==> src/rtl/rbpa_pkg.sv <==
// ----------------------------------------------------------------------------
// Rate-based pointer acceleration package
// Shared widths, constants, register indexes, controller states and the
// command/status bundles between controller and datapath.
// ----------------------------------------------------------------------------
package rbpa_pkg;

    localparam int NUM_AXES_DEFAULT = 2;
    localparam int MAX_AXES         = 2;

    localparam int TYPE_W         = 8;
    localparam int CODE_W         = 16;
    localparam int VALUE_W        = 16;
    localparam int TIME_W         = 32;
    localparam int DIVISOR_W      = 32;
    localparam int AXES_IN_USE_W  = 2;
    localparam int CFG_IDX_W      = 3;
    localparam int CFG_DATA_W     = 32;

    // Gap window and speed arithmetic.
    localparam int MAX_GAP_MS      = 500;
    localparam int GAP_W           = 9;
    localparam int SPEED_NUM       = 1000;
    localparam int SPEED_W         = 10;
    localparam int DEFAULT_DIVISOR = 100;

    // The shared divider works on a 20-bit dividend (speed squared fits).
    localparam int DIV_W      = 2 * SPEED_W;
    localparam int DIV_STEPS  = DIV_W;
    localparam int DIV_CNT_W  = $clog2(DIV_STEPS);
    localparam int SCALE_W    = DIV_W + 2;
    localparam int PROD_W     = VALUE_W + SCALE_W;

    localparam int CLAMP_HI = 127;
    localparam int CLAMP_LO = -127;

    // Reset values of the configuration registers.
    localparam logic [TYPE_W-1:0]        RST_EVENT_TYPE  = TYPE_W'(2);
    localparam logic [CODE_W-1:0]        RST_AXIS_FIRST  = CODE_W'(0);
    localparam logic [CODE_W-1:0]        RST_AXIS_SECOND = CODE_W'(1);
    localparam logic [AXES_IN_USE_W-1:0] RST_AXES_IN_USE = AXES_IN_USE_W'(2);
    localparam logic [DIVISOR_W-1:0]     RST_DIVISOR     = DIVISOR_W'(100);

    typedef enum logic [CFG_IDX_W-1:0] {
        CFG_EVENT_TYPE_MATCH = 3'd0,
        CFG_AXIS_CODE_FIRST  = 3'd1,
        CFG_AXIS_CODE_SECOND = 3'd2,
        CFG_AXES_IN_USE      = 3'd3,
        CFG_ACCEL_DIVISOR    = 3'd4
    } cfg_index_t;

    typedef enum logic [2:0] {
        ST_IDLE,
        ST_EVAL,
        ST_CHECK,
        ST_DIV_SPEED,
        ST_SQUARE,
        ST_DIV_SCALE,
        ST_MUL,
        ST_DONE
    } ctrl_state_t;

    typedef struct packed {
        logic load_in;
        logic eval;
        logic div_start;
        logic div_step;
        logic square;
        logic mul;
        logic load_out;
    } dp_cmd_t;

    typedef struct packed {
        logic accel_ok;
        logic div_last;
    } dp_status_t;

endpackage

==> src/rtl/rbpa_ctrl.sv <==
// ----------------------------------------------------------------------------
// Rate-based pointer acceleration controller
// Sequences one item through evaluation and the check, then, when it is
// accelerated, two divisions, the square and the multiply, and the output register.
// ----------------------------------------------------------------------------
module rbpa_ctrl (
    input  logic                 clk,
    input  logic                 rst_n,
    input  logic                 in_valid,
    output logic                 in_ready,
    output logic                 out_valid,
    input  logic                 out_ready,
    input  rbpa_pkg::dp_status_t status,
    output rbpa_pkg::dp_cmd_t    cmd
);
    import rbpa_pkg::*;

    ctrl_state_t state_reg;
    ctrl_state_t state_next;
    logic        out_valid_reg;
    logic        out_valid_next;
    logic        slot_free;

    assign slot_free = !out_valid_reg || out_ready;
    assign out_valid = out_valid_reg;

    always_comb
    begin
        state_next = state_reg;
        unique case (state_reg)
            ST_IDLE:
            begin
                if (in_valid)
                begin
                    state_next = ST_EVAL;
                end
            end
            ST_EVAL:
            begin
                state_next = ST_CHECK;
            end
            ST_CHECK:
            begin
                state_next = status.accel_ok ? ST_DIV_SPEED : ST_DONE;
            end
            ST_DIV_SPEED:
            begin
                if (status.div_last)
                begin
                    state_next = ST_SQUARE;
                end
            end
            ST_SQUARE:
            begin
                state_next = ST_DIV_SCALE;
            end
            ST_DIV_SCALE:
            begin
                if (status.div_last)
                begin
                    state_next = ST_MUL;
                end
            end
            ST_MUL:
            begin
                state_next = ST_DONE;
            end
            ST_DONE:
            begin
                if (slot_free)
                begin
                    state_next = ST_IDLE;
                end
            end
            default:
            begin
                state_next = ST_IDLE;
            end
        endcase
    end

    always_comb
    begin
        cmd            = '0;
        in_ready       = 1'b0;
        out_valid_next = out_valid_reg && !out_ready;
        unique case (state_reg)
            ST_IDLE:
            begin
                in_ready     = 1'b1;
                cmd.load_in  = in_valid;
            end
            ST_EVAL:
            begin
                cmd.eval = 1'b1;
            end
            ST_CHECK:
            begin
                cmd.div_start = status.accel_ok;
            end
            ST_DIV_SPEED,
            ST_DIV_SCALE:
            begin
                cmd.div_step = 1'b1;
            end
            ST_SQUARE:
            begin
                cmd.square = 1'b1;
            end
            ST_MUL:
            begin
                cmd.mul = 1'b1;
            end
            ST_DONE:
            begin
                if (slot_free)
                begin
                    cmd.load_out   = 1'b1;
                    out_valid_next = 1'b1;
                end
            end
            default:
            begin
                cmd = '0;
            end
        endcase
    end

    always_ff @(posedge clk or negedge rst_n)
    begin
        if (!rst_n)
        begin
            state_reg     <= ST_IDLE;
            out_valid_reg <= 1'b0;
        end
        else
        begin
            state_reg     <= state_next;
            out_valid_reg <= out_valid_next;
        end
    end

endmodule

==> config.mk <==
export PLATFORM = sky130hd
export DESIGN_NAME = rbpa_ctrl
export DESIGN_NICKNAME = d
export VERILOG_FILES = /design/src/rtl/rbpa_pkg.sv /design/src/rtl/rbpa_ctrl.sv
export SDC_FILE = /design/constraint.sdc
export NUM_CORES = 1
export LEC_CHECK = 0
export BUFFER_PORTS_ARGS = -buffer_cell sky130_fd_sc_hd__buf_2
export CORE_AREA = 4 4 41 43
export CTS_CLUSTER_DIAMETER = 60
export DETAILED_ROUTE_END_ITERATION = 10
export DIE_AREA = 0 0 45 47
export GPL_ROUTABILITY_DRIVEN = 0
export SKIP_LAST_GASP = 1
export SLEW_MARGIN = 20
export SYNTH_ARGS = -nofsm -noshare
export SYNTH_HDL_FRONTEND = slang
export SYNTH_SLANG_ARGS = --single-unit
==> constraint.sdc <==
create_clock -name clk -period 1.9 [get_ports clk]
set_input_delay 0.38 -clock clk [delete_from_list [all_inputs] [get_ports clk]]
set_output_delay 0.38 -clock clk [all_outputs]
set_load 0.01 [all_outputs]
==> impl_metrics.xml, run 1 <==
<?xml version="1.0" encoding="UTF-8"?>
<metrics>
  <group name="run_status">
    <metric name="status" unit="">completed</metric>
  </group>
  <group name="finish">
    <metric name="drive_above_1_share" unit="%">40.8</metric>
    <metric name="area_growth" unit="%">31.4</metric>
    <metric name="largest_register_ffs" unit="">3</metric>
    <metric name="fillCellCount" unit="">154</metric>
    <metric name="fin_nets" unit="">57</metric>
    <metric name="final_cell_mix" unit="">buf_2 (14), a21oi_1 (4), dfrtp_1 (4)</metric>
    <metric name="antenna_cells" unit="">0</metric>
    <metric name="most_frequent_standard_cell_in_the_layout_excluding_fill_and_tap_cells" unit="">buf_2</metric>
    <metric name="post_layout_nonfiller_instances" unit="">64</metric>
  </group>
  <group name="yosys">
    <metric name="synth.top_cell.area_share" unit="%">33.5</metric>
    <metric name="yosysSeqAreaShare" unit="%">33.5</metric>
    <metric name="synthesis.yosys.warnings" unit="">0</metric>
    <metric name="yosys.cell_types.count" unit="">21</metric>
    <metric name="post_synth_main_area_contributors" unit="">dfrtp_1 (33%), buf_6 (7.5%), a21oi_1 (6.7%), nand2b_1 (6.3%), nor3b_1 (5.0%)</metric>
    <metric name="synth.largest_area_cell" unit="">dfrtp_1</metric>
    <metric name="post_synth_inst_count" unit="">34</metric>
    <metric name="synth_area" unit="um2">299</metric>
    <metric name="mappedNetlistNets" unit="">40</metric>
    <metric name="syn-mean-instance-area" unit="um2">8.80</metric>
    <metric name="postSynthRegisterBits" unit="">4</metric>
  </group>
  <group name="floorplan">
    <metric name="rows" unit="">13</metric>
    <metric name="placeableCoreArea" unit="um2">1300</metric>
    <metric name="top_level_port_count" unit="">15</metric>
    <metric name="dieArea" unit="um2">2120</metric>
    <metric name="die_h" unit="um">47</metric>
    <metric name="initial_utilization" unit="%">23.0</metric>
    <metric name="die_w" unit="um">45</metric>
  </group>
  <group name="critical_path">
    <metric name="timing.critical_path.slowest_stage_cell" unit="">dfrtp_1</metric>
    <metric name="timing.critical_path.required" unit="ns">1.52</metric>
    <metric name="worst-setup-path-type" unit="">flip-flop to output pin</metric>
    <metric name="timing.critical_path.slowest_cell_delay" unit="ns">0.51</metric>
    <metric name="critical_path.max_fanout" unit="">12</metric>
    <metric name="worst-r2r-cell-count" unit="">3</metric>
    <metric name="startpoint_type" unit="">flip-flop</metric>
    <metric name="crit_chain" unit="">xor2_1 -&gt; and2_1 -&gt; buf_2</metric>
    <metric name="timing.critical_path.arrival" unit="ns">1.25</metric>
    <metric name="timing.critical_path.to_type" unit="">output pin</metric>
  </group>
  <group name="detailed_routing">
    <metric name="drc" unit="">0</metric>
    <metric name="num_vias" unit="">280</metric>
    <metric name="postRouteWirelength" unit="um">649</metric>
    <metric name="drt_iter0_drc" unit="">8</metric>
    <metric name="detail_routed_net_length_per_standard_cell" unit="um">10.1</metric>
    <metric name="vias_per_cell" unit="">4.38</metric>
    <metric name="antenna_violating_nets_post_route" unit="">0</metric>
    <metric name="detailedRoute.firstPassIterationCount" unit="">4</metric>
  </group>
  <group name="grt">
    <metric name="vias_in_the_first_global_route" unit="">236</metric>
    <metric name="globalRoute.totalOverflow" unit="">0</metric>
    <metric name="grt_pass1_wl" unit="um">993</metric>
    <metric name="grt_antenna_before_repair" unit="">0</metric>
    <metric name="global_route_usage_over_all_layers" unit="%">7.06</metric>
    <metric name="grt_max_degree" unit="">14</metric>
  </group>
  <group name="sta">
    <metric name="skew" unit="ns">0.00225</metric>
    <metric name="fin_worst_hold_slack" unit="ns">0.422</metric>
    <metric name="totalNegativeSetupSlack" unit="ns">0</metric>
    <metric name="min_period_over_period" unit="%">86.0</metric>
    <metric name="report.final.hold_viol_count" unit="">0</metric>
    <metric name="grt_setup_unrepaired" unit="">no</metric>
    <metric name="achievable-frequency" unit="MHz">612</metric>
    <metric name="setup_viol_count_final" unit="">0</metric>
    <metric name="max-slew-margin-rel" unit="%">72.1</metric>
    <metric name="final_max_slew_viol_count" unit="">0</metric>
    <metric name="tightestPinTransition" unit="ns">0.418</metric>
    <metric name="period_minus_slack" unit="ns">1.63</metric>
  </group>
  <group name="clock_network">
    <metric name="clk_path_buf_depth" unit="">2</metric>
    <metric name="clock_sinks" unit="">4</metric>
    <metric name="cts_tree" unit="">yes</metric>
    <metric name="clkSlewWorstSetupHoldPaths" unit="ns">0.04</metric>
    <metric name="cts_max_level" unit="">1</metric>
    <metric name="ctsRootBufferMaster" unit="">clkbuf_4</metric>
    <metric name="clk_lat_worst_skew" unit="ns">0.23</metric>
    <metric name="tritoncts.num_buffers" unit="">3</metric>
  </group>
  <group name="power_and_ir_drop">
    <metric name="total_leakage_power" unit="nW">0.193</metric>
    <metric name="post-layout-total-power" unit="uW">668</metric>
    <metric name="vdd_ir_drop_max" unit="mV">0.463</metric>
    <metric name="power.density" unit="nW/um2">1700</metric>
  </group>
  <group name="hold_path">
    <metric name="hold_path.class" unit="">input pin to flip-flop</metric>
    <metric name="hold_depth" unit="">3</metric>
  </group>
  <group name="placement">
    <metric name="place.port_buffers" unit="">14</metric>
    <metric name="placed_cells" unit="">60</metric>
  </group>
  <group name="flow_run">
    <metric name="maxCapViolations" unit="">0</metric>
  </group>
</metrics>
## Yosys cell counts (all sizes together)
cell and number:
a21oi 4, dfrtp 4, buf 3, nand2b 3
nor3 3, and2 2, nor2 2, nor3b 2
a31oi 1, and2b 1, inv 1, nand2 1
nand3 1, nor2b 1, o21ai 1, o221ai 1
o22ai 1, or2b 1, xor2 1
## final cells by class
type                       instances  area, um2  share of cell area, %
sequential                         4        100                   25.5
timing repair buffer              15       80.1                   20.4
clock buffer                       3       22.5                   5.73
inverter                           1       3.75                  0.955
tap                               15       18.8                   4.78
multi-input combinational         26        168                   42.7
## power breakdown
| group | internal (mW) | switching, mW | total (mW) |
|---|---|---|---|
| Sequential | 0.129 | 0.111 | 0.240 |
| Combinational | 0.169 | 0.152 | 0.321 |
| Clock | 0.0708 | 0.0359 | 0.107 |
| Total | 0.368 | 0.299 | 0.668 |
## through the flow
stage	utilization (%)	instance area, um2	setup WS (ns)
after CTS	30.2	393	0.255
after global placement	27.7	360	0.509
final	30.2	393	0.266
after floorplan	-	299	0.567
after global routing	30.2	393	0.0993
after detailed placement	27.7	360	0.510
## final timing paths
check                              from            to  slack (ns)
setup reg to reg           state_reg[2]  state_reg[1]        0.71
min in group asynchronous         rst_n     out_valid        0.48
hold reg to reg            state_reg[0]  state_reg[2]        0.66
max in group asynchronous         rst_n  state_reg[0]        1.31
setup / recovery           state_reg[1]        cmd[3]        0.27
hold / removal                 in_valid  state_reg[0]        0.42
## what timing repair did
item                                    in CTS  in global routing
endpoints found under the hold margin        4                  0
endpoints found under the setup margin       0                  0
gates resized for setup                      0                  0
buffers inserted                             0                  0
hold buffers                                 1                  0
## cells by family after synthesis
group | count (synthesis) | share of synthesized area [%]
AND/OR/NAND/NOR | 17 | 35.6
flip-flops | 4 | 33.5
XOR/XNOR | 1 | 2.93
AO/OA/AOI/OAI | 8 | 17.6
buffers and inverters | 4 | 10.5
## layer usage
metal / wire, um / GRT usage [%] / vias to the layer above
li1: - / - / 148
met1: 311 / 8.29 / 119
met2: 273 / 9.89 / 13
met3: 64 / 3.45 / 0
met4: 0 / 5.26 / 0
met5: 0 / 0 / -
## critical path: cells and delay by family, from the launching register on
family,cells,cell delay (ns)
buffers and inverters,1,0.13
AND/OR/NAND/NOR,1,0.17
XOR/XNOR,1,0.21
flip-flops,1,0.51
No activity file was read; power rests on OpenSTA's default activity.
==> run 2, diff against run 1 <==
--- a/config.mk
+++ b/config.mk
@@ -5,6 +5,7 @@
 export SDC_FILE = /design/constraint.sdc
 export NUM_CORES = 1
 export LEC_CHECK = 0
+export ABC_AREA = 1
 export BUFFER_PORTS_ARGS = -buffer_cell sky130_fd_sc_hd__buf_2
 export CORE_AREA = 4 4 41 43
 export CTS_CLUSTER_DIAMETER = 60
==> run 2 against run 1 <==
Effect of this change:
- synthesized cell count increased by 47%
- critical endpoint unchanged
- largest power group unchanged
- critical path type unchanged
- global-route usage grew 2.2 points
- highest routed layer unchanged
- clock power about the same
- critical path depth is 1 higher
- routed wire length is 24% higher
- via count increased by 28%
- total power increased by 13%
- flip-flop and latch count stayed put
- setup slack improved by 0.025 ns
- combinational power increased by 34%
- maximum frequency is 1.5% higher
- count of clock-buffer cells in the layout unchanged
==> impl_metrics.xml, run 2 <==
<?xml version="1.0" encoding="UTF-8"?>
<metrics>
  <group name="detailed_routing">
    <metric name="drc" unit="">0</metric>
    <metric name="drt_iter0_drc" unit="">14</metric>
    <metric name="postRouteWirelength" unit="um">803</metric>
    <metric name="detailedRoute.firstPassIterationCount" unit="">4</metric>
    <metric name="num_vias" unit="">358</metric>
    <metric name="vias_per_cell" unit="">4.42</metric>
    <metric name="detail_routed_net_length_per_standard_cell" unit="um">9.91</metric>
    <metric name="antenna_violating_nets_post_route" unit="">0</metric>
  </group>
  <group name="yosys">
    <metric name="synth_area" unit="um2">350</metric>
    <metric name="mappedNetlistNets" unit="">56</metric>
    <metric name="synth.top_cell.area_share" unit="%">28.6</metric>
    <metric name="ys_top_cells_by_count" unit="">nand2_1 (10), inv_1 (6), nor2_1 (6)</metric>
    <metric name="most_frequent_cell_after_synthesis" unit="">nand2_1</metric>
    <metric name="synthesis.yosys.warnings" unit="">0</metric>
    <metric name="synth_ff_type" unit="">dfrtp_1</metric>
    <metric name="postSynthRegisterBits" unit="">4</metric>
    <metric name="yosysSeqAreaShare" unit="%">28.6</metric>
    <metric name="synth.largest_area_cell" unit="">dfrtp_1</metric>
    <metric name="post_synth_inst_count" unit="">50</metric>
    <metric name="synth-edff-count" unit="">0</metric>
    <metric name="post_synth_main_area_contributors" unit="">dfrtp_1 (29%), nand3_2 (11%), nand2_1 (11%), inv_1 (6.4%), nor2_1 (6.4%)</metric>
    <metric name="asyncSetResetFlopFracSynth" unit="%">100</metric>
    <metric name="syn-mean-instance-area" unit="um2">7.01</metric>
    <metric name="yosys.cell_types.count" unit="">17</metric>
  </group>
  <group name="finish">
    <metric name="final_cell_mix" unit="">buf_2 (14), nand2_1 (10), inv_1 (6), nor2_1 (6)</metric>
    <metric name="design_area" unit="um2">447</metric>
    <metric name="drive_above_1_share" unit="%">42.4</metric>
    <metric name="area_growth" unit="%">27.5</metric>
    <metric name="most_frequent_standard_cell_in_the_layout_excluding_fill_and_tap_cells" unit="">buf_2</metric>
    <metric name="fillCellCount" unit="">156</metric>
    <metric name="largest_register_ffs" unit="">3</metric>
    <metric name="antenna_cells" unit="">0</metric>
    <metric name="post_layout_nonfiller_instances" unit="">81</metric>
    <metric name="fin_nets" unit="">74</metric>
  </group>
  <group name="critical_path">
    <metric name="crit_chain" unit="">inv_1 -&gt; nand2_2 -&gt; o21ai_0 -&gt; buf_2</metric>
    <metric name="timing.critical_path.slowest_cell_delay" unit="ns">0.49</metric>
    <metric name="worst-r2r-cell-count" unit="">7</metric>
    <metric name="worst-setup-path-type" unit="">flip-flop to output pin</metric>
    <metric name="startpoint_type" unit="">flip-flop</metric>
    <metric name="timing.critical_path.slowest_stage_cell" unit="">dfrtp_1</metric>
    <metric name="critical_path.max_fanout" unit="">10</metric>
    <metric name="timing.critical_path.required" unit="ns">1.52</metric>
    <metric name="timing.critical_path.arrival" unit="ns">1.23</metric>
    <metric name="timing.critical_path.to_type" unit="">output pin</metric>
    <metric name="reg2reg_setup_slack" unit="ns">0.69</metric>
  </group>
  <group name="floorplan">
    <metric name="placeableCoreArea" unit="um2">1300</metric>
    <metric name="rows" unit="">13</metric>
    <metric name="initial_utilization" unit="%">26.9</metric>
    <metric name="top_level_port_count" unit="">15</metric>
    <metric name="dieArea" unit="um2">2120</metric>
    <metric name="die_h" unit="um">47</metric>
    <metric name="die_w" unit="um">45</metric>
  </group>
  <group name="sta">
    <metric name="report.final.hold_viol_count" unit="">0</metric>
    <metric name="max-slew-margin-rel" unit="%">77.3</metric>
    <metric name="grt_setup_unrepaired" unit="">no</metric>
    <metric name="skew" unit="ns">0.00591</metric>
    <metric name="achievable-frequency" unit="MHz">621</metric>
    <metric name="period_minus_slack" unit="ns">1.61</metric>
    <metric name="min_period_over_period" unit="%">84.7</metric>
    <metric name="tightestPinTransition" unit="ns">0.340</metric>
    <metric name="setup_viol_count_final" unit="">0</metric>
    <metric name="totalNegativeSetupSlack" unit="ns">0</metric>
    <metric name="final_max_slew_viol_count" unit="">0</metric>
    <metric name="fin_worst_hold_slack" unit="ns">0.333</metric>
  </group>
  <group name="clock_network">
    <metric name="clock_sinks" unit="">4</metric>
    <metric name="tritoncts.num_buffers" unit="">3</metric>
    <metric name="clk_path_buf_depth" unit="">2</metric>
    <metric name="post_cts.resized_instances" unit="">0</metric>
    <metric name="clkSlewWorstSetupHoldPaths" unit="ns">0.04</metric>
    <metric name="ctsRootBufferMaster" unit="">clkbuf_4</metric>
    <metric name="clk_lat_worst_skew" unit="ns">0.24</metric>
    <metric name="cts_max_level" unit="">1</metric>
    <metric name="cts_tree" unit="">yes</metric>
  </group>
  <group name="hold_path">
    <metric name="hold_path.class" unit="">input pin to flip-flop</metric>
    <metric name="hold_depth" unit="">2</metric>
  </group>
  <group name="grt">
    <metric name="vias_in_the_first_global_route" unit="">328</metric>
    <metric name="grt_antenna_before_repair" unit="">0</metric>
    <metric name="global_route_usage_over_all_layers" unit="%">9.29</metric>
    <metric name="grt_max_degree" unit="">11</metric>
    <metric name="globalRoute.totalOverflow" unit="">0</metric>
    <metric name="grt_pass1_wl" unit="um">1390</metric>
  </group>
  <group name="power_and_ir_drop">
    <metric name="switching_power" unit="uW">387</metric>
    <metric name="part_of_the_total_power_dissipated_in_combinational_logic" unit="%">57.0</metric>
    <metric name="power.density" unit="nW/um2">1690</metric>
    <metric name="switching_share" unit="%">51.1</metric>
    <metric name="vdd_ir_drop_max" unit="mV">0.495</metric>
    <metric name="intPower" unit="uW">370</metric>
    <metric name="post-layout-total-power" unit="uW">757</metric>
    <metric name="share_seq_of_total_power" unit="%">28.7</metric>
    <metric name="total_leakage_power" unit="nW">0.260</metric>
    <metric name="power.clock.fraction" unit="%">14.3</metric>
  </group>
  <group name="placement">
    <metric name="placed_cells" unit="">77</metric>
    <metric name="placedInstanceArea" unit="um2">414</metric>
    <metric name="place.port_buffers" unit="">14</metric>
    <metric name="hpwl_detailed" unit="um">612</metric>
  </group>
  <group name="run_status">
    <metric name="status" unit="">completed</metric>
  </group>
  <group name="flow_run">
    <metric name="maxCapViolations" unit="">0</metric>
  </group>
</metrics>
[run 2: path summary, 6_finish.rpt]
| check | end | from |
|---|---|---|
| worst min register to register | out_valid | out_valid |
| worst min-delay path | out_valid | out_ready |
| worst max register to register | state_reg[0] | state_reg[1] |
| min in group asynchronous | out_valid | rst_n |
| max in group asynchronous | state_reg[2] | rst_n |
| worst max-delay path | cmd[3] | state_reg[1] |
[run 2: stage by stage]
step,setup slack [ns],util (%)
final,0.290,34.3
after CTS,0.278,34.3
after global placement,0.541,31.8
after floorplan,0.578,-
after global routing,0.169,34.3
after detailed placement,0.554,31.8
[run 2: layout make-up]
| type | count | area, um2 | area share [%] |
|---|---|---|---|
| Inverter | 8 | 30.0 | 6.72 |
| Multi-Input combinational cell | 36 | 195 | 43.7 |
| Sequential cell | 4 | 100 | 22.4 |
| Clock buffer | 3 | 22.5 | 5.04 |
| Tap cell | 15 | 18.8 | 4.20 |
| Timing Repair Buffer | 15 | 80.1 | 17.9 |
[run 2: kinds of logic (layout without fill, tap and decap cells)]
kind of cell	count (synthesis)	in the layout	share of synthesized area [%]
and+or+nand+nor	30	30	45.0
buffers and inverters	10	26	15.7
AOI/OAI and AO/OA	6	6	10.7
DFF	4	4	28.6
[run 2: timing repair]
action / CTS / global route
setup buffers: 0 / 0
hold buffers: 1 / 0
hold endpoints to repair: 4 / 0
[run 2: critical path: cells and delay by family, from the launching register on]
kind	cells	cell delay, ns
buffers and inverters	2	0.26
AND/OR/NAND/NOR	1	0.09
flip-flops	1	0.49
AO/OA/AOI/OAI	1	0.16
[run 2: power groups by stage]
stage	sequential, mW	clock [mW]	combinational, mW
finish	0.217	0.109	0.431
global placement	0.214	0	0.432
detailed placement	0.214	0	0.430
global route	0.226	0.119	0.502
floorplan	0.164	0	0.402
CTS	0.214	0.114	0.434
[run 2: per-layer routing]
| layer | global-route usage [%] | share of wire (%) | wire length (um) |
|---|---|---|---|
| met5 | 0 | 0 | 0 |
| met4 | 5.26 | 0 | 0 |
| met3 | 3.83 | 7.2 | 58 |
| met2 | 11.6 | 39 | 311 |
| met1 | 13.1 | 54 | 433 |
